## config.mk

```make
export PLATFORM = sky130hd
export DESIGN_NAME = miller_rabin_prime_round
export DESIGN_NICKNAME = d
export VERILOG_FILES = /design/src/rtl/mrpr_pkg.sv /design/src/rtl/mrpr_modmul.sv /design/src/rtl/miller_rabin_prime_round.sv
export VERILOG_INCLUDE_DIRS = /design/src /design/src/rtl
export SDC_FILE = /design/constraint.sdc
export NUM_CORES = 1
export LEC_CHECK = 0
export BUFFER_PORTS_ARGS = -buffer_cell sky130_fd_sc_hd__buf_2
export CORE_ASPECT_RATIO = 0.6
export CORE_MARGIN = 10
export CORE_UTILIZATION = 55
export CTS_BUF_LIST = sky130_fd_sc_hd__clkbuf_4
export DETAILED_ROUTE_END_ITERATION = 10
export PLACE_DENSITY = 0.68
export REMOVE_ABC_BUFFERS = 1
export SLEW_MARGIN = 20
export SYNTH_ARGS = -nofsm -noshare
export SYNTH_HDL_FRONTEND = slang
export SYNTH_SLANG_ARGS = --single-unit
```

## constraint.sdc

```tcl
create_clock -name clk_i -period 10.1 [get_ports clk_i]
set_input_delay 0.505 -clock clk_i [delete_from_list [all_inputs] [get_ports clk_i]]
set_output_delay 0.505 -clock clk_i [all_outputs]
set_load 0.05 [all_outputs]
```

## src/rtl/miller_rabin_prime_round_defines.svh

```systemverilog
// assertion macros shared by the miller-rabin round rtl
// expects clk_i and rst_ni in the scope of every use
`ifndef MILLER_RABIN_PRIME_ROUND_DEFINES_SVH
`define MILLER_RABIN_PRIME_ROUND_DEFINES_SVH

// same-cycle implication, checked on every rising edge out of reset
`define MRPR_ASSERT_NOW(label, ante, cons, msg) \
  label: assert property (@(posedge clk_i) disable iff (!rst_ni) (ante) |-> (cons)) \
    else $error(msg);

// next-cycle implication, checked on every rising edge out of reset
`define MRPR_ASSERT_NEXT(label, ante, cons, msg) \
  label: assert property (@(posedge clk_i) disable iff (!rst_ni) (ante) |=> (cons)) \
    else $error(msg);

`endif

```

## src/rtl/mrpr_pkg.sv

```systemverilog
// types and constants of the miller-rabin round block
// no dependencies
`timescale 1ns / 1ps
`default_nettype none

package mrpr_pkg;

  // width of the candidate and witness fields on the ports
  localparam int unsigned FieldWidth = 32;

  // candidate that is composite though it is below five and above one
  localparam int unsigned SmallComposite = 4;

  // input transaction payload
  typedef struct packed {
    logic [FieldWidth-1:0] candidate;
    logic [FieldWidth-1:0] witness;
  } in_t;

  // output transaction payload
  typedef struct packed {
    logic probable_prime;
    logic bad_witness;
  } out_t;

endpackage

`default_nettype wire

```

## src/rtl/mrpr_modmul.sv

```systemverilog
// bit-serial modular multiplier: a * b mod n, one bit of b per cycle, lsb first
// needs a < n; b may be any value; uses miller_rabin_prime_round_defines.svh
`timescale 1ns / 1ps
`default_nettype none

`include "miller_rabin_prime_round_defines.svh"

module mrpr_modmul #(
  parameter int unsigned W = 32
) (
  input  wire logic         clk_i,
  input  wire logic         rst_ni,
  input  wire logic         start_i,
  input  wire logic [W-1:0] a_i,
  input  wire logic [W-1:0] b_i,
  input  wire logic [W-1:0] n_i,
  output logic              done_o,
  output logic [W-1:0]      result_o
);

  logic [W-1:0] acc_q;
  logic [W-1:0] x_q;
  logic [W-1:0] y_q;
  logic [W-1:0] n_q;
  logic         busy_q;
  logic         done_q;
  logic [W-1:0] acc_d;
  logic [W-1:0] x_d;

  // p + q mod m for p, q < m: one add and one trial subtract
  function automatic logic [W-1:0] add_mod(input logic [W-1:0] p, input logic [W-1:0] q,
                                           input logic [W-1:0] m);
    logic [W:0] sum;
    logic [W:0] dif;
    sum = {1'b0, p} + {1'b0, q};
    dif = sum - {1'b0, m};
    return dif[W] ? sum[W-1:0] : dif[W-1:0];
  endfunction

  // add the current multiple a*2^i into the sum when the b bit is set, and double that multiple, side by side
  always_comb begin
    acc_d = y_q[0] ? add_mod(acc_q, x_q, n_q) : acc_q;
    x_d   = add_mod(x_q, x_q, n_q);
  end

  // shift loop; ends as soon as no set bit of b is left
  always_ff @(posedge clk_i or negedge rst_ni) begin
    if (!rst_ni) begin
      acc_q  <= '0;
      x_q    <= '0;
      y_q    <= '0;
      n_q    <= '0;
      busy_q <= 1'b0;
      done_q <= 1'b0;
    end else begin
      done_q <= busy_q && !start_i && (y_q == '0);
      if (start_i) begin
        acc_q  <= '0;
        x_q    <= a_i;
        y_q    <= b_i;
        n_q    <= n_i;
        busy_q <= 1'b1;
      end else if (busy_q) begin
        if (y_q == '0) begin
          busy_q <= 1'b0;
        end else begin
          acc_q <= acc_d;
          x_q   <= x_d;
          y_q   <= y_q >> 1;
        end
      end
    end
  end

  assign done_o   = done_q;
  assign result_o = acc_q;

  // operands stay reduced while the loop runs
  `MRPR_ASSERT_NOW(a_mm_reduced, busy_q, (acc_q < n_q) && (x_q < n_q),
                   "modmul operand not reduced")
  // a new operation only starts on an idle unit
  `MRPR_ASSERT_NOW(a_mm_start_idle, start_i, !busy_q, "modmul started while busy")
  // a start always turns into a running loop
  `MRPR_ASSERT_NEXT(a_mm_start_busy, start_i, busy_q, "modmul did not start")

endmodule

`default_nettype wire

```

## src/rtl/miller_rabin_prime_round.sv

```systemverilog
// one miller-rabin strong probable-prime round per input transaction
// depends on mrpr_pkg, mrpr_modmul and miller_rabin_prime_round_defines.svh
//
// usage:
//   in channel (in_valid_i/in_ready_o/in_data_i) takes a candidate and a witness;
//   only their low NUM_WIDTH bits count. out channel (out_valid_o/out_ready_i/
//   out_data_o) returns one verdict per input: probable_prime and bad_witness.
//   one transaction is worked on at a time; in_ready_o is high whenever no
//   transaction is in work, also while a finished verdict waits in the output
//   register. candidates 0 to 4 skip the test and go straight to the done
//   state. otherwise factors of two are stripped from candidate-1, then up to
//   2*NUM_WIDTH modular multiplies run on one bit-serial multiplier (one
//   multiplier bit per cycle); short exponents need fewer. a new transaction
//   is taken only once the last verdict has left the done state. reset clears
//   all control state; no verdict is pending after it. while the receiver
//   stalls, the verdict holds and the next transaction runs; its result waits
//   until the output register frees up.
`timescale 1ns / 1ps
`default_nettype none

`include "miller_rabin_prime_round_defines.svh"

module miller_rabin_prime_round #(
  parameter int unsigned NUM_WIDTH = 32
) (
  input  wire logic          clk_i,
  input  wire logic          rst_ni,
  input  wire logic          in_valid_i,
  output logic               in_ready_o,
  input  wire mrpr_pkg::in_t in_data_i,
  output logic               out_valid_o,
  input  wire logic          out_ready_i,
  output mrpr_pkg::out_t     out_data_o
);

  localparam int unsigned W  = NUM_WIDTH;
  localparam int unsigned SW = $clog2(NUM_WIDTH);

  typedef enum logic [3:0] {
    ST_IDLE,
    ST_STRIP,
    ST_RED_WAIT,
    ST_POW,
    ST_MUL_WAIT,
    ST_SQR_WAIT,
    ST_CHECK,
    ST_POST_WAIT,
    ST_DONE
  } state_e;

  state_e         state_q;
  logic [W-1:0]   n_q;
  logic [W-1:0]   w_q;
  logic [W-1:0]   e_q;
  logic [SW-1:0]  s_q;
  logic [W-1:0]   acc_q;
  logic [W-1:0]   base_q;
  logic           prime_q;
  logic           bad_q;
  logic           mm_start_q;
  logic [W-1:0]   mm_a_q;
  logic [W-1:0]   mm_b_q;
  logic           out_valid_q;
  mrpr_pkg::out_t out_q;

  logic [W-1:0]   n_in;
  logic [W-1:0]   w_in;
  logic [W-1:0]   n_m1;
  logic           mm_done;
  logic [W-1:0]   mm_result;
  logic           mm_waiting;

  // port fields trimmed to the working width
  assign n_in = in_data_i.candidate[W-1:0];
  assign w_in = in_data_i.witness[W-1:0];
  assign n_m1 = n_q - W'(1);

  // shared bit-serial multiplier
  mrpr_modmul #(
    .W(W)
  ) u_modmul (
    .clk_i    (clk_i),
    .rst_ni   (rst_ni),
    .start_i  (mm_start_q),
    .a_i      (mm_a_q),
    .b_i      (mm_b_q),
    .n_i      (n_q),
    .done_o   (mm_done),
    .result_o (mm_result)
  );

  // sequencer: small-candidate check, strip, reduce witness, square-and-multiply, squaring chain
  always_ff @(posedge clk_i or negedge rst_ni) begin
    if (!rst_ni) begin
      state_q     <= ST_IDLE;
      n_q         <= '0;
      w_q         <= '0;
      e_q         <= '0;
      s_q         <= '0;
      acc_q       <= '0;
      base_q      <= '0;
      prime_q     <= 1'b0;
      bad_q       <= 1'b0;
      mm_start_q  <= 1'b0;
      mm_a_q      <= '0;
      mm_b_q      <= '0;
      out_valid_q <= 1'b0;
      out_q       <= '0;
    end else begin
      // output register drains while no new verdict is loaded
      if (out_valid_q && out_ready_i && (state_q != ST_DONE)) begin
        out_valid_q <= 1'b0;
      end
      case (state_q)
        ST_IDLE: begin
          if (in_valid_i) begin
            n_q   <= n_in;
            w_q   <= w_in;
            e_q   <= n_in - W'(1);
            s_q   <= '0;
            bad_q <= 1'b0;
            if ((n_in < W'(2)) || (n_in == W'(mrpr_pkg::SmallComposite))) begin
              prime_q <= 1'b0;
              state_q <= ST_DONE;
            end else if (n_in < W'(mrpr_pkg::SmallComposite)) begin
              prime_q <= 1'b1;
              state_q <= ST_DONE;
            end else begin
              bad_q   <= (w_in < W'(2)) || (w_in > (n_in - W'(2)));
              state_q <= ST_STRIP;
            end
          end
        end
        // one factor of two per cycle
        ST_STRIP: begin
          if (!e_q[0]) begin
            e_q <= e_q >> 1;
            s_q <= s_q + SW'(1);
          end else begin
            mm_start_q <= 1'b1;
            mm_a_q     <= W'(1);
            mm_b_q     <= w_q;
            state_q    <= ST_RED_WAIT;
          end
        end
        // witness mod n comes out as 1 * witness
        ST_RED_WAIT: begin
          if (mm_done) begin
            base_q  <= mm_result;
            acc_q   <= W'(1);
            state_q <= ST_POW;
          end else begin
            mm_start_q <= 1'b0;
          end
        end
        ST_POW: begin
          if (e_q == '0) begin
            state_q <= ST_CHECK;
          end else if (e_q[0]) begin
            mm_start_q <= 1'b1;
            mm_a_q     <= acc_q;
            mm_b_q     <= base_q;
            state_q    <= ST_MUL_WAIT;
          end else begin
            mm_start_q <= 1'b1;
            mm_a_q     <= base_q;
            mm_b_q     <= base_q;
            state_q    <= ST_SQR_WAIT;
          end
        end
        // skip the base squaring after the top exponent bit
        ST_MUL_WAIT: begin
          if (mm_done) begin
            acc_q <= mm_result;
            if (e_q[W-1:1] == '0) begin
              e_q     <= '0;
              state_q <= ST_POW;
            end else begin
              mm_start_q <= 1'b1;
              mm_a_q     <= base_q;
              mm_b_q     <= base_q;
              state_q    <= ST_SQR_WAIT;
            end
          end else begin
            mm_start_q <= 1'b0;
          end
        end
        ST_SQR_WAIT: begin
          if (mm_done) begin
            base_q  <= mm_result;
            e_q     <= e_q >> 1;
            state_q <= ST_POW;
          end else begin
            mm_start_q <= 1'b0;
          end
        end
        // first look at witness^d, then up to s-1 squarings
        ST_CHECK: begin
          if ((acc_q == W'(1)) || (acc_q == n_m1)) begin
            prime_q <= 1'b1;
            state_q <= ST_DONE;
          end else if (s_q < SW'(2)) begin
            prime_q <= 1'b0;
            state_q <= ST_DONE;
          end else begin
            mm_start_q <= 1'b1;
            mm_a_q     <= acc_q;
            mm_b_q     <= acc_q;
            s_q        <= s_q - SW'(1);
            state_q    <= ST_POST_WAIT;
          end
        end
        ST_POST_WAIT: begin
          if (mm_done) begin
            acc_q <= mm_result;
            if (mm_result == W'(1)) begin
              prime_q <= 1'b0;
              state_q <= ST_DONE;
            end else if (mm_result == n_m1) begin
              prime_q <= 1'b1;
              state_q <= ST_DONE;
            end else if (s_q < SW'(2)) begin
              prime_q <= 1'b0;
              state_q <= ST_DONE;
            end else begin
              mm_start_q <= 1'b1;
              mm_a_q     <= mm_result;
              mm_b_q     <= mm_result;
              s_q        <= s_q - SW'(1);
            end
          end else begin
            mm_start_q <= 1'b0;
          end
        end
        // hand the verdict to the output register once it is free
        ST_DONE: begin
          if (!out_valid_q || out_ready_i) begin
            out_q.probable_prime <= prime_q;
            out_q.bad_witness    <= bad_q;
            out_valid_q          <= 1'b1;
            state_q              <= ST_IDLE;
          end
        end
        default: begin
          mm_start_q <= 1'b0;
          state_q    <= ST_IDLE;
        end
      endcase
    end
  end

  assign in_ready_o  = (state_q == ST_IDLE);
  assign out_valid_o = out_valid_q;
  assign out_data_o  = out_q;

  // states that wait for a multiplier result
  assign mm_waiting = (state_q == ST_RED_WAIT) || (state_q == ST_MUL_WAIT) ||
                      (state_q == ST_SQR_WAIT) || (state_q == ST_POST_WAIT);

  // multiplier finishes only while the sequencer waits for it
  `MRPR_ASSERT_NOW(a_done_in_wait, mm_done, mm_waiting, "multiplier result with no waiter")
  // square-and-multiply operands stay reduced mod n
  `MRPR_ASSERT_NOW(a_pow_reduced, state_q == ST_POW, (acc_q < n_q) && (base_q < n_q),
                   "exponentiation operand not reduced")
  // small candidates never flag the witness
  `MRPR_ASSERT_NOW(a_small_no_bad, (state_q == ST_DONE) && (n_q < W'(5)), !bad_q,
                   "bad witness on small candidate")

endmodule

`default_nettype wire
```

---- Word level (Yosys, flattened, before mapping) ----
Index checks and enable logic that the tools add are counted.
W data, S select, Z words.
operators by class
  reductions and logical operators ........ 37
  muxes and demuxes ....................... 89
  bitwise logic cells ..................... 1
  eq/ne operators ......................... 39
  add/subtract/negate cells ............... 9
  $lt $le $gt $ge ......................... 5
operators by type and width
  kind                     number
  $mux W32                 32
  $pmux W32 S5             2
  $pmux W32 S4             1
  $add A32 B32 Y33         2
  $sub A33 B32 Y33         2
  $eq A32 B1 Y1 const B    2
  $eq A32 B32 Y1           2
  $logic_not A32 Y1        2
  $lt A32 B2 Y1 const B    2
  $pmux W32 S2             1
  $sub A32 B1 Y32 const B  2
  $mux W4                  13
  $mux W5                  7
  $eq A32 B3 Y1 const B    1
  $gt A32 B32 Y1           1
  $lt A32 B3 Y1 const B    1
  $pmux W4 S8              1
  $sub A32 B2 Y32 const B  1
  $logic_not A31 Y1        1
  $ne A2 B2 Y1 const B     14
  $mux W1                  27
  $pmux W5 S4              1
  $eq A4 B3 Y1 const B     4
  $reduce_and A7 Y1        2
  31 further kinds         56
storage, ports and cells
  output and inout bits ................... 4
  bits in registers ....................... 369
  logic and storage cells ................. 202
  input bits .............................. 68

---- Longest topological paths before layout ----
  depth after elaboration ................. 7
  gate-level depth with buffers ........... 25
  depth with buffers taken out ............ 23

---- Hierarchy ----
From an unflattened synthesis, not the netlist that was laid out.
unflattened totals
  cells, all modules ...................... 2898
  area total of the unflattened synthesis .. 26594.3 sq um
modules (own cells, without submodules)
  module                    sequential area each (sq um)  instances  cells an instance  area an instance (sq um)
  miller_rabin_prime_round  5980.7                        1          1620               15837.7
  mrpr_modmul               3253.1                        1          1278               10756.6

---- Worst setup path after synthesis ----
No wires, ideal clock.
  kind .................................... input to register
  start point ............................. in in_data_i[34] (netlist bit)
  end point ............................... reg bad_q
  setup time .............................. 0.130 ns
  cell stages on the path ................. 23
  data required time ...................... 9.970 ns
  path buffers ............................ 2
  data arrival time ....................... 5.056 ns
  slack ................................... 4.914 ns
  path through ............................ clkbuf_1 inv_1 ha_1 or3b_2 nor4b_1 nand2_1 or3_1 or3_1 clkbuf_1 or3_1 xor2_1 ha_1 a21o_1 a21o_1 a21o_1 a21oi_1 nor2b_1 o21ai_0 nand2b_1 a21oi_1 nor3_1 a211oi_1 o21ai_0
between the ends
  cells in the longest elaborated chain, start to end .. 5
  elaborated cells between the ends (all ways) .. 9
  classes of those cells .................. add/sub: 1; order compare: 3; eq/ne: 1; mux: 2; reduce/logical: 2
RTL lines
  item                  RTL line                         source
  start, declared       miller_rabin_prime_round.sv:30   input wire mrpr_pkg::in_t in_data_i,
  $sub A32 B2 Y32       miller_rabin_prime_round.sv:129  bad_q <= (w_in < W'(2)) || (w_in > (n_in - W'(2)));
  $gt A32 B32 Y1        miller_rabin_prime_round.sv:129
  $logic_or A1 B1 Y1    miller_rabin_prime_round.sv:129
  $mux W1               miller_rabin_prime_round.sv:125  end else if (n_in < W'(mrpr_pkg::SmallComposite)) begin
  $mux W1 *             miller_rabin_prime_round.sv:122  if ((n_in < W'(2)) || (n_in == W'(mrpr_pkg::SmallComposite))) begin
  end signal, assigned  miller_rabin_prime_round.sv:129
  end, declared         miller_rabin_prime_round.sv:59   logic bad_q;
Every way passes the cells marked *; elsewhere a longest branch is shown, timed or not.
A chain may end at the register's enable or synchronous reset.

---- Worst setup path after layout ----
  start point ............................. reg u_modmul.acc_q[2] (netlist: u_modmul.result_o[2])
  end point ............................... reg u_modmul.acc_q[16] (netlist: u_modmul.result_o[16])
between the ends
  cells in the longest elaborated chain, start to end .. 7
RTL lines
  item                    RTL line           source
  start, declared         mrpr_modmul.sv:21  logic [W-1:0] acc_q;
  start signal, assigned  mrpr_modmul.sv:49  acc_q <= '0;
  start signal, assigned  mrpr_modmul.sv:58  acc_q <= '0;
  start signal, assigned  mrpr_modmul.sv:67  acc_q <= acc_d;
  $add A32 B32 Y33 *      mrpr_modmul.sv:35  sum = {1'b0, p} + {1'b0, q};
  $sub A33 B32 Y33        mrpr_modmul.sv:36  dif = sum - {1'b0, m};
  $mux W32 *              mrpr_modmul.sv:37  return dif[W] ? sum[W-1:0] : dif[W-1:0];
  $mux W32 *              mrpr_modmul.sv:42  acc_d = y_q[0] ? add_mod(acc_q, x_q, n_q) : acc_q;
  $mux W32 *              mrpr_modmul.sv:64  if (y_q == '0) begin
  $mux W32 *              mrpr_modmul.sv:63  end else if (busy_q) begin
  $mux W32 *              mrpr_modmul.sv:57  if (start_i) begin
Every way passes the cells marked *; elsewhere a longest branch is shown, timed or not. The select of a mux whose other input is x is not followed.

==> out/summary.md <==
The run gives 43.9% as the met2 global-route usage. The remaining max-slew budget at the tightest pin was 21.0%. The region available for standard cell placement spans 46,600 um^2. The most instantiated flip-flop cell in the synthesis netlist is dfrtp_1.

The tool flagged a number of max-cap violations equal to 0. The tightest min-delay check is of the in -> reg type. STA classifies the critical path startpoint as a flip-flop. The power per cell area is 102 nW/um^2, and the average vias per placed instance is 6.70. The routed wire length came out at 97.2 mm. The analysis attributes to cell leakage a power of 0.0130 uW. The number of buffers inserted during clock tree synthesis is 94, and the transition time at the pin with the least slew margin is 1180 ps. The total count of hold-check failures in the final report is 0. TritonCTS built the clock tree. The met3 global-route usage is 11.4%, and the global routing usage on met1 is 51.1%.

The area overhead of the layout relative to synthesis was 9.29%. The routed layout has 24.3k vias. Traced cell by cell, the critical path runs through ha_1 > nand3_1 > o2111ai_1 > o211ai_1 > a21oi_1 > o21ai_0 > a31oi_1 > o31a_1 > o41ai_1 > ha_1 > nor2b_1 > o21ai_0 > nand2b_1 > o41ai_1 > xnor2_2 > buf_4 > inv_2 > mux2i_1 > o21ai_0. Synthesized area per cell: 9.09 um^2. Setup total negative slack on the finished layout was measured at 0 ps.

For flop-to-flop paths, the worst setup slack is 3510 ps. Summing internal, switching and leakage power gives 2910 uW. The number of buffers inserted to repair setup after CTS came out at 0. Standard cell area after detailed placement: 26,800 um^2. The total number of nets in the final design was 3,135. The clock reaches the later pin of the worst-skew pair after 850 ps. STA puts the critical path data arrival time at 7230 ps. For the finished layout, the period the worst path requires is 6590 ps. Synthesis produced 2,861 cells. The tools report the clock skew after layout as 69.1 ps. Entering global routing, the biggest net connects 159 pins.

The number of max-slew violations in the final report was 0. For this run, the total global-route usage over all layers was measured as 33.5%. Routability-driven placement finished with a final weighted congestion of 1.04. Measured in cells, the most critical reg-to-reg path has a length of 19.

The tools report the final core utilization as 61.1%. The initial utilization of the core area, before any placement, comes to 55.9%. Across the VDD grid, the largest voltage drop is 0.109 mV.

The tools report the clock root buffer as clkbuf_4. After synthesis the netlist holds a flip-flop and latch count of 369. The sequential fraction of the synthesis area was 35.5%. Setup violations remaining at the end of the flow were counted as 0.

The proportion of layout cells with a drive suffix above 1 is 14.4%. During I/O placement, the number of pins put on the boundary was 72. The synthesized netlist contains 84 unique library cells. The number of enable flip-flop cells after synthesis is 0.

The critical path start-end classification was reg -> reg. The tools report the endpoint class of the critical path as a flip-flop. On the final layout, the worst hold slack is 54.2 ps. The tools report the number of antenna violations at the first check in global routing as 4. After filler insertion, the fill cell instance count of the layout stands at 4,077.

The die covers 56,700 um^2. Finished layout cell area: 28,400 um^2. After clock tree synthesis, the clock-pin slew on the worst setup and hold paths is 70 ps.

In the routed design, unresolved DRC markers number 0. The post-detailed-route wirelength per cell was 26.8 um. Setup repair after global routing left no endpoint under its margin. The worst hold path begins at in_data_i[53]. The count of buffers from port buffering is 71. The slowest stage of the critical path belongs to the cell dfrtp_1. The tools report the start of the worst register-to-register path as u_modmul.result_o[2]. CTS built an H-tree with a depth of 3.

The via count of the first global-routing pass is 22.9k. The data required time at the worst endpoint is 10,740 ps, and the number of instances on the worst hold path is 2. For hold timing, the worst endpoint is n_q[21]. After the first detailed-routing iteration, the DRC count stood at 3,191. By instance count, the cell type seen most on the critical path is o21ai_0. For this run, the top clock speed supported by timing is 152 MHz.

Maximum cell stage delay along the critical path: 660 ps. The most congested layer reported by global routing was met1. Of all flip-flops after synthesis, the portion carrying an async set or reset was 100%. During synthesis, Yosys emitted a total of 0 warnings. After floorplanning, the core was divided into 61 placement rows.

In the finished design, the share of the clock period the worst path needs comes to 65.2%. CTS saw 369 sinks. The number of buffers on the longest clock path is 3.

The flow ran to the end, and the final reports show no timing, DRC or antenna violations. The tools report the post-detailed-route count of antenna-violating nets as 0. The peak fanout along the critical path came out at 37. The reg-to-reg critical path endpoint was u_modmul.result_o[16].

The first-pass detailed-route iteration total was 8; the placed wire-length estimate after detailed placement was 71.9 mm. The cell area that synthesis handed to floorplanning was 26,000 um^2. The die outline height is 188 um, and the global-route wire length before repair is 147 mm.

Summed over all layers, the global routing overflow is 0. The die is 301 um wide.
==> cell usage after synthesis (49+ instances only) <==
master    number  area, um^2
inv_1        115         432
ha_1         135        1690
nor3_1        62         310
xnor2_1      123        1080
nand2_1      265         995
nor2_1       179         672
nor4_1        68         425
clkbuf_1     143         537
a21oi_1      151         756
mux2i_1      114        1140
xor2_1        89         780
mux2_2       118        1330
a21o_1        49         368
o21ai_0      228        1140
dfrtp_1      369        9230
==> per-stage QoR <==
step | setup slack [ps] | instances
after global routing | 3190 | 3627
final | 3510 | 3627
after global placement | 4080 | 3412
after CTS | 3780 | 3625
after detailed placement | 3800 | 3412
after floorplan | 2730 | 2677
==> cell usage in the layout (no fill, tap or decap), types with 50 or more instances in the layout <==
master           n
inv_1          115
buf_2           70
nor3_1          61
o21ai_0        227
mux2_2         118
nand2_1        264
xnor2_1        122
dfrtp_1        367
xor2_1          89
ha_1           135
mux2i_1        114
nor4_1          68
nor2_1         175
a21oi_1        149
dlygate4sd3_1   50
clkbuf_4       125
==> power breakdown <==
part	internal (uW)	switching, uW
clock	605	685
combinational	50.7	90.8
sequential	1480	0.0000000000000109
total	2130	776
==> layout make-up <==
class                      count  area [um^2]  area share, %
multi-input combinational   2191        15700           55.1
sequential                   369         9240           32.5
timing repair buffer         155         1150           4.04
clock buffer                 125          938           3.30
tap                          630          788           2.77
inverter                     117          439           1.54
clock inverter                38          195          0.687
antenna                        2         5.00         0.0176
==> layer usage <==
layer / vias up / share of wire (%)
met1: 11918 / 46
met2: 1549 / 39
li1: 10652 / -
met3: 177 / 13
met5: - / 0.11
met4: 4 / 2.1
==> how the worst max path moves through the flow <==
stage	start	to	slack, ps	cells past startpoint
6_report	u_modmul.result_o[2]	u_modmul.result_o[16]	3510	19
5_1_grt	u_modmul.result_o[2]	u_modmul.result_o[27]	3190	22
4_1_cts	u_modmul.result_o[2]	u_modmul.result_o[27]	3780	22
3_5_place_dp	u_modmul.result_o[6]	u_modmul.result_o[27]	3800	22
3_3_place_gp	in_data_i[33]	bad_q	4080	22
2_1_floorplan	mm_start_q	u_modmul.x_q[25]	2730	4
==> worst max-delay path, delay by kind of cell, from the launching register on <==
| kind | cells | cell delay, ps |
|---|---|---|
| adders and majority gates | 2 | 790 |
| AOI/OAI and AO/OA | 10 | 3260 |
| DFF | 1 | 660 |
| muxes | 1 | 210 |
| xor gates and xnor gates | 1 | 290 |
| buffers and inverters | 2 | 740 |
| and+or+nand+nor | 3 | 390 |
==> cell families after synthesis <==
group	after synthesis	synth area share [%]
and+or+nand+nor	824	15.4
DFF	369	35.5
buffers and inverters	301	4.56
adders and majority gates	139	6.80
AOI/OAI and AO/OA	753	19.2
xor gates and xnor gates	214	7.32
muxes	261	11.2
==> what timing repair did <==
action	4_1_cts	5_1_grt
endpoints found under the setup margin	0	0
resized for setup	0	0
endpoints found under the hold margin	122	0
hold buffers	50	0
(Power assumes the default switching activity.)
